--- src/hw/rtl/tpag_pkg.sv ---
// shared constants, register indexes, state codes and helpers for the permute address generator
`default_nettype none

package tpag_pkg;

  // dimension bookkeeping (four extent registers, two-bit axis codes)
  localparam int MAX_DIMS    = 4;
  localparam int DIM_IDX_W   = 2;
  localparam int DIM_COUNT_W = 3;
  localparam int AXIS_W      = 2;
  localparam int AXIS_ORDER_W = MAX_DIMS * AXIS_W;

  // extent registers and per-dimension counters
  localparam int SIZE_W      = 25;
  localparam int CNT_W       = 24;
  localparam int OUT_INDEX_W = 24;

  localparam logic [SIZE_W-1:0] SIZE_CAP = SIZE_W'(1) << CNT_W;

  // configuration port
  localparam int CFG_INDEX_W = 3;
  localparam int CFG_DATA_W  = SIZE_W;

  localparam logic [CFG_INDEX_W-1:0] REG_DIM_COUNT  = 3'd0;
  localparam logic [CFG_INDEX_W-1:0] REG_SIZE_DIM0  = 3'd1;
  localparam logic [CFG_INDEX_W-1:0] REG_SIZE_DIM1  = 3'd2;
  localparam logic [CFG_INDEX_W-1:0] REG_SIZE_DIM2  = 3'd3;
  localparam logic [CFG_INDEX_W-1:0] REG_SIZE_DIM3  = 3'd4;
  localparam logic [CFG_INDEX_W-1:0] REG_AXIS_ORDER = 3'd5;

  // register reset values
  localparam logic [DIM_COUNT_W-1:0]  DIM_COUNT_RST  = 3'd1;
  localparam logic [SIZE_W-1:0]       SIZE_RST       = 25'd1;
  localparam logic [AXIS_ORDER_W-1:0] AXIS_ORDER_RST = 8'd228;

  // plan builder states
  typedef enum logic [5:0] {
    ST_INIT   = 6'b000001,
    ST_STRIDE = 6'b000010,
    ST_WRAP   = 6'b000100,
    ST_JUMP   = 6'b001000,
    ST_FINAL  = 6'b010000,
    ST_RUN    = 6'b100000
  } plan_state_t;

  // zero extent reads as one, extents above the cap saturate
  function automatic logic [SIZE_W-1:0] clamp_extent(input logic [SIZE_W-1:0] s);
    logic [SIZE_W-1:0] r;
    r = s;
    if (s == '0) begin
      r = SIZE_W'(1);
    end else if (s > SIZE_CAP) begin
      r = SIZE_CAP;
    end
    return r;
  endfunction

  // input dimension named at output position p
  function automatic logic [AXIS_W-1:0] axis_at(input logic [AXIS_ORDER_W-1:0] order,
                                                input logic [DIM_IDX_W-1:0] p);
    return order[{p, 1'b0} +: AXIS_W];
  endfunction

endpackage

`default_nettype wire

--- src/hw/rtl/tpag_plan.sv ---
// configuration registers and the multi-cycle builder of strides and index jumps
`default_nettype none

module tpag_plan #(
  parameter int INDEX_BITS = 24
) (
  input  logic                               clk,
  input  logic                               rst,
  input  logic                               cfg_valid,
  output logic                               cfg_ready,
  input  logic [tpag_pkg::CFG_INDEX_W-1:0]   cfg_index,
  input  logic [tpag_pkg::CFG_DATA_W-1:0]    cfg_data,
  output logic                               busy,
  output logic [tpag_pkg::CNT_W-1:0]         ext_m1 [tpag_pkg::MAX_DIMS],
  output logic [INDEX_BITS-1:0]              jump [tpag_pkg::MAX_DIMS],
  output logic [INDEX_BITS-1:0]              jump_all
);

  import tpag_pkg::*;

  logic [DIM_COUNT_W-1:0]  dim_count;
  logic [SIZE_W-1:0]       size_dim [MAX_DIMS];
  logic [AXIS_ORDER_W-1:0] axis_order;

  plan_state_t state;
  plan_state_t state_next;

  logic [DIM_IDX_W-1:0]  pos;
  logic [DIM_IDX_W-1:0]  dsel;
  logic [INDEX_BITS-1:0] acc;
  logic [INDEX_BITS-1:0] strides [MAX_DIMS];
  logic [INDEX_BITS-1:0] wrap_back [MAX_DIMS];
  logic [CNT_W-1:0]      ext_m1_r [MAX_DIMS];

  logic                  cfg_wr;
  logic                  rebuild_req;
  logic [DIM_COUNT_W-1:0] n_used;
  logic [SIZE_W-1:0]     ext_all [MAX_DIMS];
  logic [CNT_W-1:0]      ext_m1_c [MAX_DIMS];
  logic [AXIS_W-1:0]     inner_ax;
  logic [AXIS_W-1:0]     ax_a;
  logic [AXIS_W-1:0]     ax_b;
  logic [INDEX_BITS-1:0] mul_a;
  logic [INDEX_BITS-1:0] mul_b;
  logic [INDEX_BITS-1:0] prod;

  assign cfg_ready   = 1'b1;
  assign cfg_wr      = cfg_valid && cfg_ready;
  assign rebuild_req = cfg_wr && (cfg_index <= REG_AXIS_ORDER);
  assign busy        = (state != ST_RUN);

  // dimensions in use and effective extents
  always_comb begin
    if (dim_count == '0) begin
      n_used = DIM_COUNT_W'(1);
    end else if (dim_count > DIM_COUNT_W'(MAX_DIMS)) begin
      n_used = DIM_COUNT_W'(MAX_DIMS);
    end else begin
      n_used = dim_count;
    end
    for (int d = 0; d < MAX_DIMS; d++) begin
      if (DIM_COUNT_W'(d) < n_used) begin
        ext_all[d] = clamp_extent(size_dim[d]);
      end else begin
        ext_all[d] = SIZE_W'(1);
      end
      ext_m1_c[d] = CNT_W'(ext_all[d] - SIZE_W'(1));
    end
  end

  // axis lookups for the stride chain
  assign inner_ax = axis_at(axis_order, DIM_IDX_W'(n_used - DIM_COUNT_W'(1)));
  assign ax_a     = axis_at(axis_order, pos);
  assign ax_b     = axis_at(axis_order, pos + DIM_IDX_W'(1));

  // one shared multiplier, truncated to the index width
  always_comb begin
    if (state == ST_STRIDE) begin
      mul_a = strides[ax_b];
      mul_b = INDEX_BITS'(ext_all[ax_b]);
    end else begin
      mul_a = strides[dsel];
      mul_b = INDEX_BITS'(ext_m1_c[dsel]);
    end
  end

  assign prod = mul_a * mul_b;

  // builder sequencing
  always_comb begin
    state_next = state;
    unique case (state)
      ST_INIT:   state_next = (n_used > DIM_COUNT_W'(1)) ? ST_STRIDE : ST_WRAP;
      ST_STRIDE: state_next = (pos == '0) ? ST_WRAP : ST_STRIDE;
      ST_WRAP:   state_next = (dsel == '0) ? ST_JUMP : ST_WRAP;
      ST_JUMP:   state_next = (dsel == '0) ? ST_FINAL : ST_JUMP;
      ST_FINAL:  state_next = ST_RUN;
      ST_RUN:    state_next = ST_RUN;
      default:   state_next = ST_INIT;
    endcase
    if (rebuild_req) begin
      state_next = ST_INIT;
    end
  end

  // control state and configuration registers
  always_ff @(posedge clk) begin
    if (rst) begin
      state      <= ST_INIT;
      dim_count  <= DIM_COUNT_RST;
      axis_order <= AXIS_ORDER_RST;
      for (int d = 0; d < MAX_DIMS; d++) begin
        size_dim[d] <= SIZE_RST;
      end
    end else begin
      state <= state_next;
      if (cfg_wr) begin
        unique case (cfg_index)
          REG_DIM_COUNT:  dim_count   <= cfg_data[DIM_COUNT_W-1:0];
          REG_SIZE_DIM0:  size_dim[0] <= cfg_data;
          REG_SIZE_DIM1:  size_dim[1] <= cfg_data;
          REG_SIZE_DIM2:  size_dim[2] <= cfg_data;
          REG_SIZE_DIM3:  size_dim[3] <= cfg_data;
          REG_AXIS_ORDER: axis_order  <= cfg_data[AXIS_ORDER_W-1:0];
          default: ;
        endcase
      end
    end
  end

  // plan datapath: strides, wrap-back amounts, then per-dimension jumps
  always_ff @(posedge clk) begin
    case (state)
      ST_INIT: begin
        // innermost named dimension starts the chain with stride one
        for (int d = 0; d < MAX_DIMS; d++) begin
          strides[d]  <= (AXIS_W'(d) == inner_ax) ? INDEX_BITS'(1) : '0;
          ext_m1_r[d] <= ext_m1_c[d];
        end
        pos  <= DIM_IDX_W'(n_used - DIM_COUNT_W'(2));
        dsel <= DIM_IDX_W'(MAX_DIMS - 1);
        acc  <= '0;
      end
      ST_STRIDE: begin
        strides[ax_a] <= prod;
        pos <= pos - DIM_IDX_W'(1);
      end
      ST_WRAP: begin
        wrap_back[dsel] <= prod;
        dsel <= dsel - DIM_IDX_W'(1);
      end
      ST_JUMP: begin
        jump[dsel] <= strides[dsel] - acc;
        acc  <= acc + wrap_back[dsel];
        dsel <= dsel - DIM_IDX_W'(1);
      end
      ST_FINAL: begin
        jump_all <= '0 - acc;
      end
      default: ;
    endcase
  end

  assign ext_m1 = ext_m1_r;

  // a register write always restarts the builder
  a_write_restarts: assert property (@(posedge clk) disable iff (rst)
    rebuild_req |=> state == ST_INIT)
    else $error("register write did not restart plan build");

  // the builder ends in the run state
  a_final_to_run: assert property (@(posedge clk) disable iff (rst)
    (state == ST_FINAL) && !rebuild_req |=> !busy)
    else $error("plan build did not finish");

endmodule

`default_nettype wire

--- src/hw/rtl/tpag_odometer.sv ---
// per-dimension counter chain and running output index
`default_nettype none

module tpag_odometer #(
  parameter int INDEX_BITS = 24
) (
  input  logic                        clk,
  input  logic                        rst,
  input  logic                        busy,
  input  logic                        advance,
  input  logic [tpag_pkg::CNT_W-1:0]  ext_m1 [tpag_pkg::MAX_DIMS],
  input  logic [INDEX_BITS-1:0]       jump [tpag_pkg::MAX_DIMS],
  input  logic [INDEX_BITS-1:0]       jump_all,
  output logic [INDEX_BITS-1:0]       cur_index,
  output logic                        last
);

  import tpag_pkg::*;

  logic [CNT_W-1:0]      cnt [MAX_DIMS];
  logic [MAX_DIMS-1:0]   at_max;
  logic [MAX_DIMS-1:0]   bump;
  logic [MAX_DIMS:0]     carry;
  logic [MAX_DIMS-1:0]   cnt_zero;
  logic [INDEX_BITS-1:0] step;

  // carry ripples from the innermost dimension outward
  always_comb begin
    carry[MAX_DIMS] = 1'b1;
    step = jump_all;
    for (int d = MAX_DIMS - 1; d >= 0; d--) begin
      at_max[d]   = (cnt[d] == ext_m1[d]);
      bump[d]     = carry[d+1] && !at_max[d];
      carry[d]    = carry[d+1] && at_max[d];
      cnt_zero[d] = (cnt[d] == '0);
    end
    for (int d = 0; d < MAX_DIMS; d++) begin
      if (bump[d]) begin
        step = jump[d];
      end
    end
  end

  assign last = carry[0];

  // counters and index, held at the tensor start while the plan is rebuilt
  always_ff @(posedge clk) begin
    if (rst || busy) begin
      cur_index <= '0;
      for (int d = 0; d < MAX_DIMS; d++) begin
        cnt[d] <= '0;
      end
    end else if (advance) begin
      cur_index <= cur_index + step;
      for (int d = 0; d < MAX_DIMS; d++) begin
        if (carry[d+1]) begin
          cnt[d] <= at_max[d] ? '0 : cnt[d] + CNT_W'(1);
        end
      end
    end
  end

  // the element after the final one starts a fresh tensor
  a_wrap_after_last: assert property (@(posedge clk) disable iff (rst)
    advance && last |=> (&cnt_zero) && (cur_index == '0))
    else $error("odometer did not wrap after last element");

  // rebuild leaves the odometer at the origin
  a_busy_origin: assert property (@(posedge clk) disable iff (rst)
    busy |=> (&cnt_zero) && (cur_index == '0))
    else $error("odometer not cleared during rebuild");

endmodule

`default_nettype wire

--- src/hw/rtl/tensor_permute_address_generator_top.sv ---
// top level of the tensor permute address generator
//
//  channel  dir  handshake            payload
//  s_*      in   s_tvalid/s_tready    s_tdata: in_data
//  m_*      out  m_tvalid/m_tready    m_tdata: out_data, out_index; m_tlast: last_element
//  cfg_*    in   cfg_valid/cfg_ready  cfg_index, cfg_data
//
// one element beat per clock while the builder is idle and no output stall holds it;
// each result is registered in the output register in the cycle after its input beat,
// with the index read from the running odometer register. after reset and after each
// register write the plan builder runs (stride chain, then wrap-back products, then
// jumps) with s_tready low.
// the output register lets a new beat in while the held result is taken in the same cycle.
`default_nettype none

module tensor_permute_address_generator_top #(
  parameter int DATA_BITS  = 32,
  parameter int INDEX_BITS = 24,
  localparam int IN_W  = ((DATA_BITS + 7) / 8) * 8,
  localparam int OUT_W = ((DATA_BITS + tpag_pkg::OUT_INDEX_W + 7) / 8) * 8
) (
  input  logic                              clk,
  input  logic                              rst,
  input  logic                              s_tvalid,
  output logic                              s_tready,
  input  logic [IN_W-1:0]                   s_tdata,   // in_data
  output logic                              m_tvalid,
  input  logic                              m_tready,
  output logic [OUT_W-1:0]                  m_tdata,   // out_data, out_index
  output logic                              m_tlast,   // last_element
  input  logic                              cfg_valid,
  output logic                              cfg_ready,
  input  logic [tpag_pkg::CFG_INDEX_W-1:0]  cfg_index,
  input  logic [tpag_pkg::CFG_DATA_W-1:0]   cfg_data
);

  import tpag_pkg::*;

  logic                   busy;
  logic [CNT_W-1:0]       ext_m1 [MAX_DIMS];
  logic [INDEX_BITS-1:0]  jump [MAX_DIMS];
  logic [INDEX_BITS-1:0]  jump_all;
  logic [INDEX_BITS-1:0]  cur_index;
  logic                   last;
  logic                   in_accept;

  logic [DATA_BITS-1:0]   out_data;
  logic [OUT_INDEX_W-1:0] out_index;

  // configuration and plan
  tpag_plan #(
    .INDEX_BITS (INDEX_BITS)
  ) u_plan (
    .clk       (clk),
    .rst       (rst),
    .cfg_valid (cfg_valid),
    .cfg_ready (cfg_ready),
    .cfg_index (cfg_index),
    .cfg_data  (cfg_data),
    .busy      (busy),
    .ext_m1    (ext_m1),
    .jump      (jump),
    .jump_all  (jump_all)
  );

  // position tracking
  tpag_odometer #(
    .INDEX_BITS (INDEX_BITS)
  ) u_odometer (
    .clk       (clk),
    .rst       (rst),
    .busy      (busy),
    .advance   (in_accept),
    .ext_m1    (ext_m1),
    .jump      (jump),
    .jump_all  (jump_all),
    .cur_index (cur_index),
    .last      (last)
  );

  // input handshake
  assign s_tready  = !busy && (!m_tvalid || m_tready);
  assign in_accept = s_tvalid && s_tready;

  // output beat register
  always_ff @(posedge clk) begin
    if (rst) begin
      m_tvalid <= 1'b0;
    end else if (in_accept) begin
      m_tvalid <= 1'b1;
    end else if (m_tready) begin
      m_tvalid <= 1'b0;
    end
  end

  always_ff @(posedge clk) begin
    if (in_accept) begin
      out_data  <= s_tdata[DATA_BITS-1:0];
      out_index <= OUT_INDEX_W'(cur_index);
      m_tlast   <= last;
    end
  end

  assign m_tdata = OUT_W'({out_index, out_data});

  // an accepted element shows up unchanged in the next output beat
  a_data_passes: assert property (@(posedge clk) disable iff (rst)
    in_accept |=> m_tvalid && (out_data == $past(s_tdata[DATA_BITS-1:0])))
    else $error("element not forwarded to output register");

endmodule

`default_nettype wire

--- config.mk ---
export PLATFORM = sky130hd
export DESIGN_NAME = tensor_permute_address_generator_top
export DESIGN_NICKNAME = d
export VERILOG_FILES = /design/src/hw/rtl/tpag_pkg.sv /design/src/hw/rtl/tpag_plan.sv /design/src/hw/rtl/tpag_odometer.sv /design/src/hw/rtl/tensor_permute_address_generator_top.sv
export SDC_FILE = /design/constraint.sdc
export NUM_CORES = 2
export LEC_CHECK = 0
export BUFFER_PORTS_ARGS = -buffer_cell sky130_fd_sc_hd__buf_2
export CAP_MARGIN = 20
export CELL_PAD_IN_SITES_DETAIL_PLACEMENT = 1
export CELL_PAD_IN_SITES_GLOBAL_PLACEMENT = 2
export CORE_MARGIN = 10
export CORE_UTILIZATION = 43
export DETAILED_ROUTE_END_ITERATION = 16
export MAX_ROUTING_LAYER = met4
export PLACE_DENSITY_LB_ADDON = 0.08
export RECOVER_POWER = 100
export SLEW_MARGIN = 40
export SYNTH_ARGS = -nofsm -noshare
export SYNTH_HDL_FRONTEND = slang
export SYNTH_SLANG_ARGS = --single-unit
--- constraint.sdc ---
create_clock -name clk -period 14.3 [get_ports clk]
set_input_delay 1.43 -clock clk [delete_from_list [all_inputs] [get_ports clk]]
set_output_delay 1.43 -clock clk [all_outputs]
set_load 0.05 [all_outputs]
=== Word level (Yosys, flattened, before mapping) ===
Memory sizes are Yosys's and may differ from the RTL's. A register that Yosys moved wholly into a read port is not among the register bits.
Index checks and enable logic that the tools add are counted.

* $add $sub $neg: 17
* $mul: 1
* Magnitude comparators: 14
* Eq/ne operators: 19
* Shift-type cells: 3
* Mux-type cells: 101
* Bitwise logic cells: 10
* Reduce and logical (&&, ||, !) cells: 36

{| class="wikitable"
|+ Operators by type and width
! cell !! count
|-
| two-way mux 24 bit || 20
|-
| two-way mux 25 bit || 16
|-
| > comparator 25 bit, second input constant || 4
|-
| logical NOT 25 bit || 4
|-
| adder 24 x 1 -> 24 bit, second input constant || 4
|-
| bitwise mux 96 bit || 1
|-
| equality test 24 bit || 4
|-
| subtractor 24 x 1 -> 24 bit, second input constant || 4
|-
| binary-select mux 25 bit (select 2 bit) || 1
|-
| adder 24 bit || 2
|-
| binary-select mux 24 bit (select 2 bit) || 1
|-
| demux 24 bit (select 2 bit) || 1
|-
| two-way mux 1 bit || 48
|-
| case mux 24 bit (2 select lines) || 1
|-
| case mux 6 bit (5 select lines) || 1
|-
| multiplier 24 x 24 -> 24 bit || 1
|-
| OR reduction 24 bit || 1
|-
| variable part select 8 x 4 -> 2 bit || 3
|-
| subtractor 1 x 24 -> 24 bit, first input constant || 1
|-
| subtractor 24 bit || 1
|-
| two-way mux 3 bit || 4
|-
| logical AND 1 bit || 10
|-
| OR 1 bit || 8
|-
| case mux 2 bit (2 select lines) || 2
|-
| 33 further kinds || 58
|}

* Register bits after elaboration: 343
* RAM bits: 388
* Input port bits: 65
* Output and inout port bits: 60
* Memories: 4

{| class="wikitable"
|+ Memories
! memory !! words !! width !! read ports !! clocked after memory_dff !! wr ports !! line !! source
|-
| u_plan.size_dim || 4 || 25 || 4 || 0 || 4 || tpag_plan.sv:22 || <nowiki>logic [SIZE_W-1:0] size_dim [MAX_DIMS];</nowiki>
|-
| u_odometer.cnt || 4 || 24 || 4 || 0 || 4 || tpag_odometer.sv:20 || <nowiki>logic [CNT_W-1:0] cnt [MAX_DIMS];</nowiki>
|-
| u_plan.strides || 4 || 24 || 2 || 1 || 4 || tpag_plan.sv:31 || <nowiki>logic [INDEX_BITS-1:0] strides [MAX_DIMS];</nowiki>
|-
| u_plan.wrap_back || 4 || 24 || 1 || 1 || 1 || tpag_plan.sv:32 || <nowiki>logic [INDEX_BITS-1:0] wrap_back [MAX_DIMS];</nowiki>
|}

=== Logic depth before layout (Yosys ltp) ===
* Depth after elaboration: 12
* Gate-level depth with buffers: 43
* Depth with buffers taken out: 38

=== Cells and area by module ===
Synthesis repeated with hierarchy kept, for this count alone.

* Cell total of the unflattened synthesis: 4436
* Area, all modules: 48410.2 µm²

{| class="wikitable"
|+ Modules (own cells, without submodules)
! module !! instances !! cells each !! area each (µm²)
|-
| tpag_plan || 1 || 3388 || 37716.2
|-
| tpag_odometer || 1 || 984 || 8924.8
|-
| tensor_permute_address_generator_top || 1 || 64 || 1769.2
|}

=== Worst setup path before layout ===
Ideal clock, no wire load.

* Kind: reg2reg
* From: memory u_plan.size_dim[1][2]
* To: memory u_plan.wrap_back[0][23], data pin
* Data arrival time: 10.132 ns
* Required time: 14.024 ns
* Path slack: 3.893 ns
* Stages on the path, launching flop included: 38
* Path buffers: 5
* Period minus slack after synthesis: 10.407 ns
* Path through: edfxtp_1 -> nor4_2 -> nand4_2 -> o31a_1 -> buf_2 -> nor2_1 -> clkbuf_1 -> buf_1 -> nand2_1 -> ha_1 -> clkbuf_1 -> clkbuf_1 -> nand2_1 -> mux2i_1 -> a31o_2 -> a311oi_1 -> a21oi_2 -> or2_2 -> [... 2 more ...] -> fa_1 -> inv_1 -> fa_1 -> fa_1 -> fa_1 -> fa_1 -> fa_1 -> xnor2_1 -> xnor2_1 -> xnor2_1 -> xnor2_1 -> xnor2_1 -> xnor3_1 -> xnor3_1 -> xnor3_1 -> xnor3_1 -> xor2_1 -> inv_1

{| class="wikitable"
|+ RTL lines
! what !! line
|-
| start, declared || tpag_plan.sv:22
|-
| end, declared || tpag_plan.sv:32
|}

==> results.md <==
- Status: finished with violations
- Failing checks: max-capacitance violations, max-slew violations
- Top-count cell post-synth: edfxtp_1
- Synth cell types: between 90 and 100
- Port Buffers: roughly 120
- Final wirelength: between 150 and 200 mm
- Core area: roughly 110000 um2
- Largest net degree at the start of global routing: 94
- Die width: 352.8 um
- Multi-input gate area: 23790 um2
- Worst setup SP type: flop
- Routed vias: approximately 36000
- Period minus WS final: ~13 ns
- Min-delay src: u_odometer.cur_index[23]
- Avg Cell Area, Syn: about 11 um2
- Largest area contributor in the netlist: edfxtp_1
- Register area share after synthesis: between 40% and 50%
- Max Clock Skew: between 0.04 and 0.05 ns
- Netlist Area Pre-Place: around 48000 um2
- Drt drc: 0
- RSZ-0062 raised after global routing: false
- Post-synth ARST share: 0%
- Leak: a little over 20 nW
- WS Path Type: reg2reg
- Power Density: between 100 and 150 nW/um2
- DIE HEIGHT: about 350 um
- CTS tree: yes
- Synth top area share: ~43%
- IO Pins: ~130
- R2R depth: 34
- Fill cell count: around 12000
- Flop pwr share: between 40% and 50%
- Primary FF master, synth: edfxtp_1
- CTS root buffer: clkbuf_16
- Crit path largest cell delay: 0.85 ns
- Pwr Total: slightly below 6 mW
- Clock share of power: between 30% and 40%
- Critical R2R Capture: u_plan.wrap_back[2][23]
- Hold Path Depth: 0
- CTS Buf Count: 86
- Top post-synthesis cells by count: edfxtp_1, nor2_1, inv_1, nand2_1, fa_1
- CTS clk-pin slew, worst paths: 0.06 ns
- Global placer's final weighted congestion: between 0.9 and 1
- Count of endpoints failing hold in the final timing report: 0
- Max-slew violations: a little over 700
- Post-synth net total: 4870
- Post-DRT Antenna Nets: 0
- Buf/Inv on CP: 7
- Final period util: 89.25%
- CP max-delay cell: nor4_1
- Crit path required time: ~15 ns
- #FFs+latches synth: 733
- Proportion of layout cells with a drive suffix above 1: under 10%
- Vias in the first global route: 36930
- Layout area overhead: 10.83%
- Vias/cell: 5.861
- Slew @ Worst Pin: between 3 and 4 ns
- Cell-internal power: around 4.2 mW
- R2R Setup Slk: between 1.5 and 2 ns
- Global-route usage over all layers: 27.82%
- DRT iter0 DRCs: roughly 3400
- Later-pin clock latency in the skew report: between 0.6 and 0.7 ns
- Ys Warns: 0
- Die area: between 100000 and 150000 um2
- Initial antenna violation count: 10
- Worst r2r src: u_plan.size_dim[1][2]
- Sw Share: a little under 30%
- H-tree depth: 3
- CTS-repair resized insts: 0
- Drt pass-1 iters: 5
- Row count: about 120
- # hold bufs at CTS: 0
- Slew HR: -122.5%
- Class of the worst hold path: reg2reg
- CP Capture Type: flop
- Setup repair bufs after CTS: 0
- Max Clk Rate: 78.35 MHz
- Grt ovf: 0
- Hold path endpoint: out_index[23]
- Setup TNS: 0 ns
- Number of max-cap violations: 23
- CP most frequent cell: fa_1
- Global-route wire length before repair: around 250 mm
- Initial Utilization: about 43%
- Fin nets: 4999
- Net Sw Power: approximately 1.8 mW
- Clk sinks: 733
- Post-synth EDFFs: 689
- Final Setup Violations: 0
- HPWL reported at the end of detailed placement: 129.8 mm
- Wire per inst: ~28 um
- Clock Tree Buf Depth: 3
- Sequential cell area: about 22000 um2
- CP max FO: 16
- Max IR drop VDD: between 0.08 and 0.09 mV
- Logic pwr share: between 10% and 20%
- Mapped Cells: about 4400
- CP top delay family: adder cells
- Synth top area cells: edfxtp_1, fa_1, nor2_1, ha_1, mux4_2
- CP Data Arrival Time: ~13 ns
## worst max-delay path by stage
| stage | startpoint | to | slack (ns) | depth (start not counted) |
|---|---|---|---|---|
| 6_report | u_plan.size_dim[1][2] | u_plan.wrap_back[2][23] | 1.54 | 34 |
| 5_1_grt | u_plan.size_dim[1][2] | u_plan.wrap_back[2][23] | 1.12 | 34 |
| 4_1_cts | u_plan.size_dim[0][7] | u_plan.wrap_back[2][23] | 2.06 | 34 |
| 3_5_place_dp | u_plan.size_dim[0][7] | u_plan.wrap_back[2][23] | 2.09 | 34 |
| 3_3_place_gp | u_plan.size_dim[3][6] | u_plan.wrap_back[0][23] | 2.33 | 33 |
| 2_1_floorplan | u_plan.size_dim[1][2] | u_plan.wrap_back[0][23] | 3.89 | 37 |
## power groups by stage
stage               registers, mW  clock network [mW]  logic, mW
detailed placement           2.71                   0       1.03
global placement             2.70                   0       1.02
CTS                          2.66                2.26       1.04
global route                 2.68                2.34       1.12
finish                       2.67                2.23       1.03
floorplan                    2.65                   0      0.622
## area by class of cell
class	count	area share, %
multi-input combinational	3080	45.06
sequential	733	40.86
clock buffer	108	4.408
tap	1488	3.526
inverter	425	3.024
timing repair buffer	226	2.173
clock inverter	50	0.9195
antenna	6	0.02844
## logic make-up (layout without fill, tap and decap cells)
kind of cell | after synthesis | count (layout) | synth area share (%)
compound gates | 635 | 635 | 9.004
xor+xnor | 318 | 318 | 5.991
fa+ha+maj | 382 | 382 | 13.44
buf+inv | 610 | 809 | 4.857
flops | 733 | 733 | 45.28
mux | 165 | 165 | 5.527
other cells | 1 | 7 | 0.007872
simple gates | 1579 | 1579 | 15.89
## through the flow
stage | hold WS, ns | std cells | worst slack [ns] | util (%) | cell area (um2)
after floorplan | 0.4234 | 4423 | 3.893 | - | 47630
after global routing | 0.4814 | 6115 | 1.123 | 47.84 | 52790
after CTS | 0.4595 | 6107 | 2.064 | 48.17 | 53160
final | 0.4531 | 6116 | 1.537 | 47.84 | 52800
after detailed placement | 0.4455 | 5949 | 2.087 | 45.62 | 50350
after global placement | 0.4363 | 5943 | 2.330 | 45.53 | 50250
## flip-flops by register name (all words and copies together), names as in the netlist, named ones only
| name | flops |
|---|---|
| u_plan.state | 6 |
| u_odometer.cur_index | 24 |
| out_index | 24 |
| m_tlast | 1 |
| u_plan.axis_order | 8 |
| u_plan.dsel | 2 |
| u_plan.wrap_back | 96 |
| u_plan.dim_count | 3 |
| u_plan.ext_m1 | 96 |
| u_plan.jump | 96 |
| u_plan.strides | 96 |
| u_plan.jump_all | 24 |
| m_tvalid | 1 |
| u_plan.acc | 24 |
| u_odometer.cnt | 96 |
| u_plan.pos | 2 |
| out_data | 32 |
| u_plan.size_dim | 100 |
## routing by layer
metal	routed length, um	vias up	GRT usage (%)
li1	-	15910	-
met3	10650	329	3.770
met2	79950	1239	43.59
met1	74200	18370	36.97
met5	0	-	-
met4	6845	0	9.828
## placed cells by master (no fill, tap or decap), types with 54 or more instances in the layout
cell type	n
mux2i_1	77
xor2_1	130
nand3_1	116
nand2_1	304
a21oi_1	180
nor3_1	101
nor2_1	572
and2_1	63
nand2b_1	56
fa_1	216
xnor2_1	183
buf_2	66
edfxtp_1	689
clkbuf_16	88
and2_0	56
nand4_1	54
clkbuf_1	120
inv_1	419
mux4_2	78
ha_1	166
o21ai_0	103
No activity file was read; power rests on OpenSTA's default activity.
